**config.mk**
```make
export PLATFORM = sky130hd
export DESIGN_NAME = dasc_exec
export DESIGN_NICKNAME = d
export VERILOG_FILES = /design/src/sv/dasc_pkg.sv /design/src/sv/dasc_exec.sv
export SDC_FILE = /design/constraint.sdc
export NUM_CORES = 1
export LEC_CHECK = 0
export BUFFER_PORTS_ARGS = -buffer_cell sky130_fd_sc_hd__buf_2
export CORE_ASPECT_RATIO = 0.75
export CORE_MARGIN = 1
export CORE_UTILIZATION = 35
export CTS_CLUSTER_SIZE = 30
export DETAILED_ROUTE_END_ITERATION = 8
export PLACE_DENSITY_LB_ADDON = 0.08
export SLEW_MARGIN = 40
export SYNTH_ARGS = -nofsm -noshare
export SYNTH_HDL_FRONTEND = slang
export SYNTH_SLANG_ARGS = --single-unit
```
**constraint.sdc**
```tcl
create_clock -name clk -period 13.9 [get_ports clk]
set_input_delay 2.085 -clock clk [delete_from_list [all_inputs] [get_ports clk]]
set_output_delay 2.085 -clock clk [all_outputs]
set_load 0.01 [all_outputs]
```
**src/sv/dasc_pkg.sv**
```systemverilog
// Shared types, codes and angle arithmetic for the dome azimuth slew controller.
package dasc_pkg;

  // Angles are centidegrees, 0..35999, wrapping at one full turn.
  localparam int unsigned AngleW = 16;
  localparam logic [AngleW-1:0] FULL_TURN = 16'd36000;
  localparam logic [AngleW-1:0] HALF_TURN = 16'd18000;
  localparam logic signed [AngleW:0] FullTurnS = 17'sd36000;
  localparam logic signed [AngleW:0] HalfTurnS = 17'sd18000;

  // Configuration port geometry: eight 32-bit registers at 4-byte spacing.
  localparam int unsigned RegIdxW = 3;
  localparam int unsigned PaddrW = RegIdxW + 2;
  localparam int unsigned PdataW = 32;

  // Capability mask bit positions.
  localparam int unsigned CAP_FIND_HOME = 0;
  localparam int unsigned CAP_PARK = 1;
  localparam int unsigned CAP_SET_PARK = 2;
  localparam int unsigned CAP_SET_AZ = 3;
  localparam int unsigned CAP_SYNC = 4;

  // Request codes.
  typedef enum logic [3:0] {
    REQ_TICK      = 4'd0,
    REQ_SLEW_TO   = 4'd1,
    REQ_FIND_HOME = 4'd2,
    REQ_PARK      = 4'd3,
    REQ_SET_PARK  = 4'd4,
    REQ_SYNC      = 4'd5,
    REQ_ABORT     = 4'd6,
    REQ_ENCODER   = 4'd7,
    REQ_QUERY     = 4'd8
  } req_code_t;

  // Result status codes.
  typedef enum logic [1:0] {
    STATUS_OK       = 2'd0,
    STATUS_INVALID  = 2'd1,
    STATUS_NOT_IMPL = 2'd2
  } status_t;

  // Register indexes on the configuration port.
  typedef enum logic [RegIdxW-1:0] {
    REG_DEADBAND     = 3'd0,
    REG_SLOW_RANGE   = 3'd1,
    REG_SLOW_SPEED   = 3'd2,
    REG_FAST_SPEED   = 3'd3,
    REG_SIM_STEP     = 3'd4,
    REG_HOME_DEGREES = 3'd5,
    REG_EXT_ENCODER  = 3'd6,
    REG_CAP_MASK     = 3'd7
  } reg_idx_t;

  // Request payload.
  typedef struct packed {
    logic [3:0]        req_type;
    logic [AngleW-1:0] azimuth_value;
  } req_item_t;

  // Result payload.
  typedef struct packed {
    logic [1:0]        status;
    logic              slewing;
    logic              motor_on;
    logic [7:0]        motor_speed;
    logic              motor_ccw;
    logic [AngleW-1:0] azimuth_out;
    logic              at_home;
    logic              at_park;
  } res_item_t;

  // Configuration as seen by the datapath; home_cd is home in centidegrees, wrapped.
  typedef struct packed {
    logic [14:0]       deadband;
    logic [14:0]       slow_range;
    logic [7:0]        slow_speed;
    logic [7:0]        fast_speed;
    logic [14:0]       sim_step;
    logic [8:0]        home_degrees;
    logic              external_encoder;
    logic [4:0]        capability_mask;
    logic [AngleW-1:0] home_cd;
  } cfg_t;

  localparam cfg_t CfgReset = '{
    deadband:         15'd100,
    slow_range:       15'd1000,
    slow_speed:       8'd64,
    fast_speed:       8'd255,
    sim_step:         15'd100,
    home_degrees:     9'd0,
    external_encoder: 1'b0,
    capability_mask:  5'd31,
    home_cd:          16'd0
  };

  // Stage record handed from the execute stage to the report stage.
  typedef struct packed {
    logic [1:0]        status;
    logic              slewing;
    logic              motor_on;
    logic [7:0]        motor_speed;
    logic              motor_ccw;
    logic [AngleW-1:0] position;
    logic [AngleW-1:0] sync_offset;
    logic [AngleW-1:0] park_cd;
  } stage_t;

  // (a + b) mod one turn, both operands already in range.
  function automatic logic [AngleW-1:0] angle_add(input logic [AngleW-1:0] a,
                                                  input logic [AngleW-1:0] b);
    logic [AngleW:0] s;
    s = {1'b0, a} + {1'b0, b};
    if (s >= {1'b0, FULL_TURN}) s = s - {1'b0, FULL_TURN};
    return s[AngleW-1:0];
  endfunction

  // (a - b) mod one turn, both operands already in range.
  function automatic logic [AngleW-1:0] angle_sub(input logic [AngleW-1:0] a,
                                                  input logic [AngleW-1:0] b);
    logic [AngleW:0] d;
    d = {1'b0, a} - {1'b0, b};
    if (d[AngleW]) d = d + {1'b0, FULL_TURN};
    return d[AngleW-1:0];
  endfunction

  // Shortest signed delta from cur to tgt, -18000..17999.
  function automatic logic signed [AngleW-1:0] short_delta(input logic [AngleW-1:0] tgt,
                                                           input logic [AngleW-1:0] cur);
    logic signed [AngleW:0] d;
    d = $signed({1'b0, tgt}) - $signed({1'b0, cur});
    if (d >= HalfTurnS) d = d - FullTurnS;
    else if (d < -HalfTurnS) d = d + FullTurnS;
    return $signed(d[AngleW-1:0]);
  endfunction

  // Magnitude of a shortest delta; never above a half turn.
  function automatic logic [14:0] angle_mag(input logic signed [AngleW-1:0] d);
    logic signed [AngleW-1:0] m;
    m = d[AngleW-1] ? -d : d;
    return m[14:0];
  endfunction

endpackage

```
**src/sv/dasc_exec.sv**
```systemverilog
// Input register, dome state and request execution stage.
module dasc_exec import dasc_pkg::*; (
  input  logic      clk,
  input  logic      rst,
  input  cfg_t      cfg,
  input  logic      in_valid,
  output logic      in_ready,
  input  req_item_t in_item,
  output logic      s1_valid,
  output stage_t    s1,
  input  logic      s1_take
);

  // Reciprocal of 100 for a quotient of a value below one turn.
  localparam logic [12:0] RecipHundred = 13'd5243;
  localparam int unsigned RecipShift = 19;

  logic      in_full;
  req_item_t in_reg;
  logic      s1_load;

  logic [AngleW-1:0] position, position_next;
  logic [AngleW-1:0] target, target_next;
  logic [AngleW-1:0] sync_offset, sync_offset_next;
  logic [AngleW-1:0] park_cd, park_cd_next;
  logic              slew_active, slew_active_next;
  stage_t            s1_next;

  logic                     az_ok;
  logic signed [AngleW-1:0] tick_delta;
  logic [14:0]              tick_mag;
  logic [14:0]              tick_step;
  logic [AngleW-1:0]        slew_user;
  logic [AngleW-1:0]        slew_tgt;
  logic                     slew_near;
  logic                     do_slew;
  logic [AngleW-1:0]        user_az;
  logic [27:0]              park_prod;
  logic [8:0]               park_deg;
  status_t                  st;
  logic                     mon;
  logic [7:0]               spd;
  logic                     ccw;

  // Handshake: the input register drains into the stage register.
  assign s1_load  = in_full && (!s1_valid || s1_take);
  assign in_ready = !in_full || s1_load;

  always_ff @(posedge clk) begin
    if (rst) begin
      in_full <= 1'b0;
    end else if (in_ready) begin
      in_full <= in_valid;
    end
  end

  always_ff @(posedge clk) begin
    if (in_valid && in_ready) begin
      in_reg <= in_item;
    end
  end

  // Operands for the request decode; az_ok is shared by several requests.
  always_comb begin
    az_ok      = in_reg.azimuth_value < FULL_TURN;
    tick_delta = short_delta(target, position);
    tick_mag   = angle_mag(tick_delta);
    tick_step  = (tick_mag < cfg.sim_step) ? tick_mag : cfg.sim_step;
    user_az    = angle_add(position, sync_offset);
    park_prod  = 28'(user_az) * 28'(RecipHundred);
    park_deg   = park_prod[RecipShift+8:RecipShift];
  end

  // Slew source: requested azimuth, home or park, mapped into the mechanical frame.
  always_comb begin
    case (in_reg.req_type)
      REQ_FIND_HOME: slew_user = cfg.home_cd;
      REQ_PARK:      slew_user = park_cd;
      default:       slew_user = in_reg.azimuth_value;
    endcase
    slew_tgt  = angle_sub(slew_user, sync_offset);
    slew_near = angle_mag(short_delta(slew_tgt, position)) <= cfg.deadband;
  end

  // Request decode and next state.
  always_comb begin
    position_next    = position;
    target_next      = target;
    sync_offset_next = sync_offset;
    park_cd_next     = park_cd;
    slew_active_next = slew_active;
    st               = STATUS_OK;
    mon              = 1'b0;
    spd              = '0;
    ccw              = 1'b0;
    do_slew          = 1'b0;

    unique case (in_reg.req_type)
      REQ_TICK: begin
        if (slew_active) begin
          if (tick_mag <= cfg.deadband) begin
            position_next    = target;
            slew_active_next = 1'b0;
          end else begin
            mon = 1'b1;
            spd = (tick_mag <= cfg.slow_range) ? cfg.slow_speed : cfg.fast_speed;
            ccw = tick_delta[AngleW-1];
            if (!cfg.external_encoder) begin
              position_next = tick_delta[AngleW-1] ?
                              angle_sub(position, AngleW'(tick_step)) :
                              angle_add(position, AngleW'(tick_step));
            end
          end
        end
      end
      REQ_SLEW_TO: begin
        if (!az_ok) st = STATUS_INVALID;
        else if (!cfg.capability_mask[CAP_SET_AZ]) st = STATUS_NOT_IMPL;
        else do_slew = 1'b1;
      end
      REQ_FIND_HOME: begin
        if (!cfg.capability_mask[CAP_FIND_HOME]) st = STATUS_NOT_IMPL;
        else do_slew = 1'b1;
      end
      REQ_PARK: begin
        if (!cfg.capability_mask[CAP_PARK]) st = STATUS_NOT_IMPL;
        else do_slew = 1'b1;
      end
      REQ_SET_PARK: begin
        // Park is kept in whole degrees, truncated.
        if (!cfg.capability_mask[CAP_SET_PARK]) st = STATUS_NOT_IMPL;
        else park_cd_next = 16'(park_deg) * 16'd100;
      end
      REQ_SYNC: begin
        if (!az_ok) st = STATUS_INVALID;
        else if (!cfg.capability_mask[CAP_SYNC]) st = STATUS_NOT_IMPL;
        else sync_offset_next = angle_sub(in_reg.azimuth_value, position);
      end
      REQ_ABORT: begin
        slew_active_next = 1'b0;
      end
      REQ_ENCODER: begin
        if (!az_ok) st = STATUS_INVALID;
        else if (cfg.external_encoder) position_next = in_reg.azimuth_value;
      end
      REQ_QUERY: ;
      default: st = STATUS_NOT_IMPL;
    endcase

    // A new slew replaces any running one; already close means snap and stop.
    if (do_slew) begin
      target_next = slew_tgt;
      if (slew_near) begin
        position_next    = slew_tgt;
        slew_active_next = 1'b0;
      end else begin
        slew_active_next = 1'b1;
      end
    end

    s1_next.status      = st;
    s1_next.slewing     = slew_active_next;
    s1_next.motor_on    = mon;
    s1_next.motor_speed = spd;
    s1_next.motor_ccw   = ccw;
    s1_next.position    = position_next;
    s1_next.sync_offset = sync_offset_next;
    s1_next.park_cd     = park_cd_next;
  end

  // State and stage register update once per executed request.
  always_ff @(posedge clk) begin
    if (rst) begin
      position    <= '0;
      target      <= '0;
      sync_offset <= '0;
      park_cd     <= '0;
      slew_active <= 1'b0;
      s1_valid    <= 1'b0;
    end else begin
      if (s1_load) begin
        position    <= position_next;
        target      <= target_next;
        sync_offset <= sync_offset_next;
        park_cd     <= park_cd_next;
        slew_active <= slew_active_next;
        s1_valid    <= 1'b1;
      end else if (s1_take) begin
        s1_valid <= 1'b0;
      end
    end
  end

  always_ff @(posedge clk) begin
    if (s1_load) begin
      s1 <= s1_next;
    end
  end

endmodule

```
# ---- Word-level counts from Yosys, hierarchy flattened
# Index checks and enable logic that the tools add are counted.
dict set report totals {
  reg_bits 148
  in_bits 116
  elab_cells 118
}
dict set report op_classes {
  addsub 18
  mul 2
  n_lt_le_gt_ge 11
  n_eq_ne 8
  muxes 49
  bitwise_logic 2
  reduce_logical 11
}
# operator n
set op_table {}
lappend op_table {{16-bit two-way mux} 22}
lappend op_table {{16-bit adder, second input constant} 5}
lappend op_table {{17-bit by 16-bit >= comparator with 1-bit output, second input constant} 4}
lappend op_table {{16-bit by 16-bit subtractor with 17-bit output} 4}
lappend op_table {{16-bit case mux with 2 select lines} 2}
lappend op_table {{16-bit subtractor, second input constant} 4}
lappend op_table {{15-bit less-or-equal comparator} 3}
lappend op_table {{15-bit two-way mux} 3}
lappend op_table {{17-bit by 16-bit < comparator with 1-bit output, second input constant} 2}
lappend op_table {{15-bit negator} 2}
lappend op_table {{16-bit by 13-bit multiplier with 28-bit output, second input constant} 1}
lappend op_table {{16-bit by 15-bit adder with 17-bit output} 1}
lappend op_table {{16-bit by 16-bit adder with 17-bit output} 1}
lappend op_table {{16-bit by 15-bit subtractor with 17-bit output} 1}
lappend op_table {{4-bit by 3-bit == test with 1-bit output, second input constant} 4}
lappend op_table {{16-bit < comparator, second input constant} 1}
lappend op_table {{15-bit < comparator} 1}
lappend op_table {{9-bit by 5-bit multiplier with 14-bit output, second input constant} 1}
lappend op_table {{2-bit two-way mux} 7}
lappend op_table {{2-bit case mux with 7 select lines} 1}
lappend op_table {{1-bit two-way mux} 11}
lappend op_table {{4-bit by 2-bit == test with 1-bit output, second input constant} 2}
lappend op_table {{8-bit two-way mux} 1}
lappend op_table {{3-bit OR reduction} 2}
lappend op_table {{other kinds (11)} 15}

# ---- Longest topological paths before layout
# Gate-level depths: netlist (run 1).
dict set report depth {
  ltp_word 18
  depth_mapped 55
  depth_no_buf 54
}

# ---- Worst setup path after synthesis (run 1)
# OpenSTA, ideal clock, no wires.
dict set report synth_timing {
  path_type {reg2reg}
  start {reg position[1]}
  end {reg s1[15] (netlist name), data pin}
  t_arrival_ps 10652
  required_time_ps 13640
  path_slack_ps 2988
  stages_incl_launch_ff 51
  path_buffers 1
  cell_sequence {dfxtp_1 -> inv_1 -> fa_1 -> nor2b_1 -> o21a_1 -> o21ai_0 -> nand2b_1 -> a21oi_1 -> xor2_1 -> ha_1 -> nor2_1 -> o31ai_1 -> o21bai_1 -> nor3_1 -> o211a_1 -> clkbuf_1 -> nor2_1 -> xnor2_1 -> [15 not listed] -> o21a_1 -> nor2_1 -> xnor2_1 -> ha_1 -> ha_1 -> inv_1 -> fa_1 -> inv_1 -> ha_1 -> a21oi_1 -> o21bai_1 -> a21oi_1 -> o21bai_1 -> a21oi_1 -> o21bai_1 -> a21oi_1 -> xnor2_1 -> mux2_2}
}
dict set report synth_between {
  elab_chain_len 7
}
# element line
set synth_rtl {}
lappend synth_rtl {{from (decl)} dasc_exec.sv:22} ;# logic [AngleW-1:0] position, position_next;
lappend synth_rtl {{from (signal assigned)} dasc_exec.sv:182} ;# position <= position_next;
lappend synth_rtl {{16-bit by 16-bit adder with 17-bit output *} dasc_pkg.sv:114} ;# s = {1'b0, a} + {1'b0, b};
lappend synth_rtl {{16-bit subtractor / 17-bit by 16-bit >= comparator with 1-bit output (equally long branches)} dasc_pkg.sv:115} ;# if (s >= {1'b0, FULL_TURN}) s = s - {1'b0, FULL_TURN};
lappend synth_rtl {{16-bit two-way mux *} dasc_pkg.sv:115}
lappend synth_rtl {{16-bit by 13-bit multiplier with 28-bit output *} dasc_exec.sv:70} ;# park_prod = 28'(user_az) * 28'(RecipHundred);
lappend synth_rtl {{9-bit by 5-bit multiplier with 14-bit output *} dasc_exec.sv:132} ;# else park_cd_next = 16'(park_deg) * 16'd100;
lappend synth_rtl {{16-bit two-way mux *} dasc_exec.sv:131} ;# if (!cfg.capability_mask[CAP_SET_PARK]) st = STATUS_NOT_IMPL;
lappend synth_rtl {{16-bit two-way mux *} dasc_exec.sv:98} ;# unique case (in_reg.req_type)
lappend synth_rtl {{net park_cd_next[15]} dasc_exec.sv:25} ;# logic [AngleW-1:0] park_cd, park_cd_next;
lappend synth_rtl {{to (signal assigned)} dasc_exec.sv:196} ;# s1 <= s1_next;
lappend synth_rtl {{to (decl)} dasc_exec.sv:10} ;# output stage_t s1,
# The timed path passes the listed nets; every way through them passes the cells marked *.
# A chain may end at the register's enable or synchronous reset.

# ---- Final worst setup path (run 1)
dict set report layout_timing {
  start {in cfg[1] (netlist name)}
  end {reg position[15]}
}
dict set report layout_between {
  elab_chain_len 13
}
# element line
set layout_rtl {}
lappend layout_rtl {{from (decl)} dasc_exec.sv:5} ;# input cfg_t cfg,
lappend layout_rtl {{16-bit case mux with 2 select lines *} dasc_exec.sv:76} ;# case (in_reg.req_type)
lappend layout_rtl {{16-bit by 16-bit subtractor with 17-bit output *} dasc_pkg.sv:123} ;# d = {1'b0, a} - {1'b0, b};
lappend layout_rtl {{16-bit adder} dasc_pkg.sv:124} ;# if (d[AngleW]) d = d + {1'b0, FULL_TURN};
lappend layout_rtl {{16-bit two-way mux *} dasc_pkg.sv:124}
lappend layout_rtl {{net slew_tgt[10]} dasc_exec.sv:34} ;# logic [AngleW-1:0] slew_tgt;
lappend layout_rtl {{16-bit by 16-bit subtractor with 17-bit output *} dasc_pkg.sv:132} ;# d = $signed({1'b0, tgt}) - $signed({1'b0, cur});
lappend layout_rtl {{16-bit adder / 17-bit by 16-bit < comparator with 1-bit output (equally long branches)} dasc_pkg.sv:134} ;# else if (d < -HalfTurnS) d = d + FullTurnS;
lappend layout_rtl {{16-bit two-way mux} dasc_pkg.sv:134}
lappend layout_rtl {{16-bit two-way mux *} dasc_pkg.sv:133} ;# if (d >= HalfTurnS) d = d - FullTurnS;
lappend layout_rtl {{15-bit negator} dasc_pkg.sv:141} ;# m = d[AngleW-1] ? -d : d;
lappend layout_rtl {{15-bit two-way mux *} dasc_pkg.sv:141}
lappend layout_rtl {{15-bit less-or-equal comparator *} dasc_exec.sv:82} ;# slew_near = angle_mag(short_delta(slew_tgt, position)) <= cfg.deadband;
lappend layout_rtl {{16-bit two-way mux *} dasc_exec.sv:153} ;# if (slew_near) begin
lappend layout_rtl {{16-bit two-way mux *} dasc_exec.sv:151} ;# if (do_slew) begin
lappend layout_rtl {{net position_next[15]} dasc_exec.sv:22}
# Marked as above.

==> metrics.md, run 1 <==
| Metric | Value |
|---|---|
| Top_reg_cell synth | `edfxtp_1` |
| GRT Total Usage | `0.237` |
| Finished Layout Cells | `3568` |
| GP Congestion | `~0.9` |
| Number of detailed-route iterations in the first pass | `9` |
| Max FO, Critical Path | `12` |
| Nets@finish | `about 3300` |
| RSZ-0062 raised after global routing | `false` |
| Worst-path clk slew | `about 0.07 ns` |
| Grt total ovfl | `0` |
| Register area share after synthesis | `0.176` |
| Area grow syn2layout | `11.8%` |
| Max Freq | `approximately 80 MHz` |
| Worst-Margin Slew | `0.897 ns` |
| DRC errors left | `44` |
| Setup Buffers After CTS | `0` |
| Final Hold Viols | `0` |
| Synth Instances | `2604` |
| First-pass GRT wire length | `113 mm` |
| Cells after DPL | `roughly 3500` |
| Critical Path Start Type | `input port` |
| Final worst path period share | `0.901` |
| CP Class | `input port to register` |
| DRT Wirelength | `around 74 mm` |
| Layout cell share with drive strength beyond 1 | `0.119` |
| # IOs | `approximately 180` |
| Initial Utilization | `0.354` |
| CTS max path bufs | `2` |
| DR vias | `between 15000 and 20000` |
| Pin count of the biggest net entering global routing | `64` |
| Iter 0 DRT Violations | `1628` |
| Die area | `roughly 0.062 mm^2` |
| CTS root buffer | `clkbuf_16` |
| H-tree levels | `4` |
| Row count | `between 70 and 80` |
| Slew Viols, Final | `0` |
| Average size of a mapped cell | `approximately 8.2 um^2` |
| WP data required | `~14 ns` |
| Layout Utilization | `0.396` |
| Die Span Y | `roughly 220 um` |
| Sink Count | `148` |
| Post-DP Area | `~0.023 mm^2` |
| Post-synthesis net count | `3123` |
| Residual antenna-violating net count after detailed routing | `0` |
| DPL Wire Length | `around 61 mm` |
| Synth Warn # | `0` |
| Failing checks | `design-rule violations` |
| Post-cts resize count | `0` |
| Critical Path End Type | `register` |
| Period minus WS final | `between 10 and 15 ns` |
| Num CTS Buffers | `17` |
| Port Buffers | `169` |
| Register bit total from synthesis | `between 100 and 150` |
| Worst Skew | `0.0153 ns` |
| Distinct cells, synth | `between 90 and 100` |
| Final setup TNS | `0 ns` |
| Die W | `288 um` |
| Most used cell, CP | `xnor2_1` |
| Critical path's slowest cell | `or4_1` |
| Clock Latency Late Sink | `approximately 0.45 ns` |
| Hold-fix buffers, CTS | `0` |
| WP data arrival | `between 10 and 15 ns` |
| CTS tree | `built` |
| Vias in the first global route | `approximately 19000` |
| Max FFs per register | `around 60` |
| # setup viols final | `0` |
| Avg Vias per Cell | `between 5 and 6` |
| Min-delay worst type | `register to register` |
| Outcome | `finished with violations` |
| Initial antenna violation count | `4` |
| Relative slew slack | `0.398` |
| Max_cap viols | `0` |
| Total core area | `0.0605 mm^2` |
| FFs w/ async S/R, synth | `0` |
| Post-synth EDFFs | `81` |
| Mapped Area | `between 0.02 and 0.025 mm^2` |
| Fill count | `about 6300` |
| Avg WL per Cell | `20.7 um` |
| Final Instance Area | `0.0239 mm^2` |
| Slowest stage delay, CP | `roughly 0.56 ns` |
[per-layer routing]
metal  vias to the layer above  global-route usage  share of wire
met4                         2              0.0406          0.015
met2                       523               0.327           0.39
met1                      9359               0.366           0.52
li1                       9590                   -              -
met5                         -              0.0125         0.0014
met3                        77              0.0563          0.073
[placed cells by master, fill, tap and decap left out, types with 20 or more instances in the layout]
| cell | synthesis | routed |
|---|---|---|
| buf_2 | 4 | 169 |
| nor2_1 | 216 | 214 |
| ha_1 | 318 | 318 |
| a211oi_1 | 43 | 43 |
| edfxtp_1 | 81 | 81 |
| dfxtp_1 | 67 | 67 |
| xnor2_1 | 123 | 119 |
| mux2_2 | 20 | 20 |
| nand2b_1 | 24 | 24 |
| mux2i_1 | 41 | 41 |
| a21oi_1 | 189 | 189 |
| inv_1 | 294 | 293 |
| o211ai_1 | 25 | 25 |
| fa_1 | 85 | 85 |
| nand3_1 | 49 | 49 |
| nor3_1 | 62 | 62 |
| xor2_1 | 64 | 64 |
| buf_4 | 0 | 42 |
| nand2_1 | 211 | 211 |
| a31oi_1 | 24 | 24 |
| and3_1 | 23 | 22 |
| o31ai_1 | 22 | 22 |
| a21o_1 | 41 | 41 |
| o21ai_0 | 119 | 118 |
| o21a_1 | 52 | 52 |
| nor2b_1 | 30 | 30 |
[synthesized netlist by cell type, drive strengths merged (52+ instances only)]
cell type	number	area, um^2
nor2	217	817
a21oi	190	955
xnor2	125	1110
nor3	63	320
o21ai	127	639
edfxtp	81	2430
clkbuf	74	278
ha	318	3980
xor2	65	577
dfxtp	67	1340
inv	294	1100
nand2	211	792
fa	85	1700
o21a	52	390
[through the flow]
stage / hold slack, ns / setup WS (ns)
6_report: 0.475 / 1.38
5_1_grt: 0.497 / 0.425
4_1_cts: 0.473 / 1.47
3_5_place_dp: 0.462 / 1.22
3_3_place_gp: 0.452 / 1.37
2_1_floorplan: 0.446 / 2.99
[final cells by class]
class	count	area [um^2]	share of cell area
Tap cell	800	1000	0.0418
Clock buffer	18	429	0.0179
Timing Repair Buffer	212	1170	0.0490
Antenna cell	1	2.50	0.000105
Sequential cell	148	3770	0.158
Inverter	295	1110	0.0463
Multi-Input combinational cell	2080	16300	0.681
Clock inverter	14	151	0.00633
[critical path: cells and delay by family]
family	cells	cell delay (ns)
multiplexers	1	0.06
buffers and inverters	3	0.33
AND/OR/NAND/NOR	11	3.09
AO/OA/AOI/OAI	19	5.34
adder cells (fa/ha/maj)	3	1.16
XOR/XNOR	3	0.79
[path summary, 6_finish.rpt]
check / startpoint / endpoint / slack (ns) / depth (start not counted)
max reg2reg: position[1]$_SDFFE_PP0P_ / s1[15]$_DFFE_PP_ / 1.52 / 44
min reg2reg: park_cd[2]$_SDFFE_PP0P_ / park_cd[2]$_SDFFE_PP0P_ / 0.48 / 2
min: park_cd[2]$_SDFFE_PP0P_ / park_cd[2]$_SDFFE_PP0P_ / 0.48 / 2
max: cfg[1] / position[15]$_SDFFE_PP0P_ / 1.38 / 40
[logic make-up after synthesis]
kind of cell | share of synthesized area
compound gates | 0.222
xor+xnor | 0.0788
fa+ha+maj | 0.265
buf+inv | 0.0662
flops | 0.176
mux | 0.0302
simple gates | 0.161
Power of run 1 is not shown: default switching activity piles up to over one toggle a cycle in this logic, so the estimate is an artifact.
==> run 2: changes to the inputs <==
CORE_MARGIN = 2   (was 1)
==> metrics.md, run 2 (same netlist as run 1, synthesis figures left out) <==
| Metric | Value |
|---|---|
| Outcome | `completed` |
| GP Congestion | `0.915 (+1.0%)` |
| Register area | `0.00377 mm^2 (unchanged)` |
| H-tree levels | `4 (unchanged)` |
| Pin count of the biggest net entering global routing | `74 (+16%)` |
| Sink Count | `148 (unchanged)` |
| Critical Path End Type | `register` |
| Post-cts resize count | `0 (unchanged)` |
| Row count | `78 (unchanged)` |
| Most frequent cells in the layout | `318 x ha_1, 293 x inv_1, 214 x nor2_1` |
| Slowest stage delay, CP | `0.76 ns (+0.20 ns)` |
| # IOs | `179 (unchanged)` |
| Initial Utilization | `0.354 (unchanged)` |
| Die area | `0.0632 mm^2 (+1.6%)` |
| WP data required | `14.29 ns (about the same)` |
| Commonest non-fill, non-tap cell in the layout | `ha_1` |
| CP Class | `input port to register` |
| Setup Buffers After CTS | `0 (unchanged)` |
| Critical Path Start Type | `input port` |
| First-pass GRT wire length | `112 mm (-0.61%)` |
| Worst-Margin Slew | `0.901 ns (+0.00434 ns)` |
| CTS root buffer | `clkbuf_16` |
| Initial antenna violation count | `3 (-1)` |
| Max_cap viols | `0 (unchanged)` |
| Critical path's slowest cell | `mux2i_1` |
| Hold-fix buffers, CTS | `0 (unchanged)` |
| GRT Total Usage | `0.232 (-0.00422)` |
| Total core area | `0.0605 mm^2 (unchanged)` |
| Fill count | `6259 (-0.49%)` |
| Avg WL per Cell | `20.6 um (-0.57%)` |
| Number of detailed-route iterations in the first pass | `6 (-3)` |
| Port Buffers | `169 (unchanged)` |
| Grt total ovfl | `0 (unchanged)` |
| CTS max path bufs | `2 (unchanged)` |
| Iter 0 DRT Violations | `1595 (-2.0%)` |
| R2r startpoint | `position[1]$_SDFFE_PP0P_` |
| Worst-path clk slew | `0.06 ns (about the same)` |
| WP data arrival | `12.95 ns (+0.05 ns)` |
| Avg Vias per Cell | `5.46 (-0.29%)` |
| Relative slew slack | `0.395 (-0.00291)` |
| DRT Wirelength | `73.5 mm (-0.63%)` |
| Final worst path period share | `0.904 (+0.00304)` |
| CTS tree | `built` |
| Vias in the first global route | `18500 (-1.1%)` |
| Layout cell share with drive strength beyond 1 | `0.118 (-0.000276)` |
| Hold_sp | `park_cd[7]$_SDFFE_PP0P_` |
| # setup viols final | `0 (unchanged)` |
| Residual antenna-violating net count after detailed routing | `0 (unchanged)` |
| Num CTS Buffers | `17 (unchanged)` |
| CP Launch Point | `cfg[0]` |
| Slew Viols, Final | `0 (unchanged)` |
| Min-delay worst type | `register to register` |
| Die W | `290 um (+0.70%)` |
| Area grow syn2layout | `11.7% (about the same)` |
| Final Hold Viols | `0 (unchanged)` |
| Worst Skew | `0.0166 ns (+0.00122 ns)` |
| DP Worst Slack | `1.26 ns (+0.0421 ns)` |
| Area occupied by multi-input gates | `0.0163 mm^2 (about the same)` |
| Final setup TNS | `0 ns (unchanged)` |
| Min setup slack post-route | `1.34 ns (-0.0423 ns)` |
| DR vias | `19500 (-0.35%)` |
| DRC errors left | `0 (-100%)` |
| Final Instance Area | `0.0239 mm^2 (about the same)` |
| Die Span Y | `218 um (+0.93%)` |
| Period minus WS final | `12.56 ns (+0.0423 ns)` |
| RSZ-0062 raised after global routing | `false` |
| Max FO, Critical Path | `12 (unchanged)` |
| Max FFs per register | `61 (unchanged)` |
| Post-DP Area | `0.0233 mm^2 (-0.10%)` |
| Max Freq | `79.6 MHz (-0.34%)` |
| Most used cell, CP | `o21ai_0` |
| Nets@finish | `3271 (-0.061%)` |
| DPL Wire Length | `60.8 mm (about the same)` |
| Clock Latency Late Sink | `0.45 ns (about the same)` |
==> run 2: cell count changes in the layout (fill, tap and decap cells not counted), moves of 2 or more <==
cell,previous run,this run
clkbuf_8,0,4
xnor2_1,119,122
xnor2_2,6,3
buf_4,42,40
bufinv_16,2,0
clkbuf_16,17,19
clkinv_1,3,1
==> run 2: critical path, delay by kind of cell <==
family / cells / cell delay [ns]
AO/OA/AOI/OAI: 21 / 5.34
XOR/XNOR: 2 / 0.63
adder cells (fa/ha/maj): 4 / 1.36
buffers and inverters: 2 / 0.22
multiplexers: 2 / 0.86
AND/OR/NAND/NOR: 9 / 2.43
==> run 2: layout make-up <==
cell class                 instances  share of cell area
inverter                         295              0.0463
multi-input combinational       2080               0.681
clock inverter                     7             0.00246
antenna                            1            0.000105
sequential                       148               0.158
timing repair buffer             210              0.0484
clock buffer                      25              0.0225
tap                              800              0.0418
==> run 2: layer usage <==
layer | GRT usage | vias to the layer above | routed length (um)
li1 | - | 9581 | -
met1 | 0.363 | 9261 | 38500
met2 | 0.318 | 579 | 28500
met3 | 0.0542 | 56 | 5320
met4 | 0.0398 | 6 | 1010
met5 | 0.0203 | - | 179
==> run 2: through the flow <==
| step | hold slack, ns | std cells | util |
|---|---|---|---|
| floorplan | 0.446 | 2604 | - |
| global placement | 0.452 | 3533 | 0.385 |
| detailed placement | 0.463 | 3533 | 0.385 |
| CTS | 0.472 | 3565 | 0.395 |
| global route | 0.500 | 3565 | 0.395 |
| finish | 0.469 | 3566 | 0.395 |
==> run 2: path summary, 6_finish.rpt <==
| path | end | depth (start not counted) | slack (ns) |
|---|---|---|---|
| worst max register to register | s1[15]$_DFFE_PP_ | 48 | 1.52 |
| worst min register to register | park_cd[7]$_SDFFE_PP0P_ | 2 | 0.47 |
| worst max-delay path | position[15]$_SDFFE_PP0P_ | 40 | 1.34 |
| worst min-delay path | park_cd[7]$_SDFFE_PP0P_ | 2 | 0.47 |
Power of run 2 is left out for the same reason.
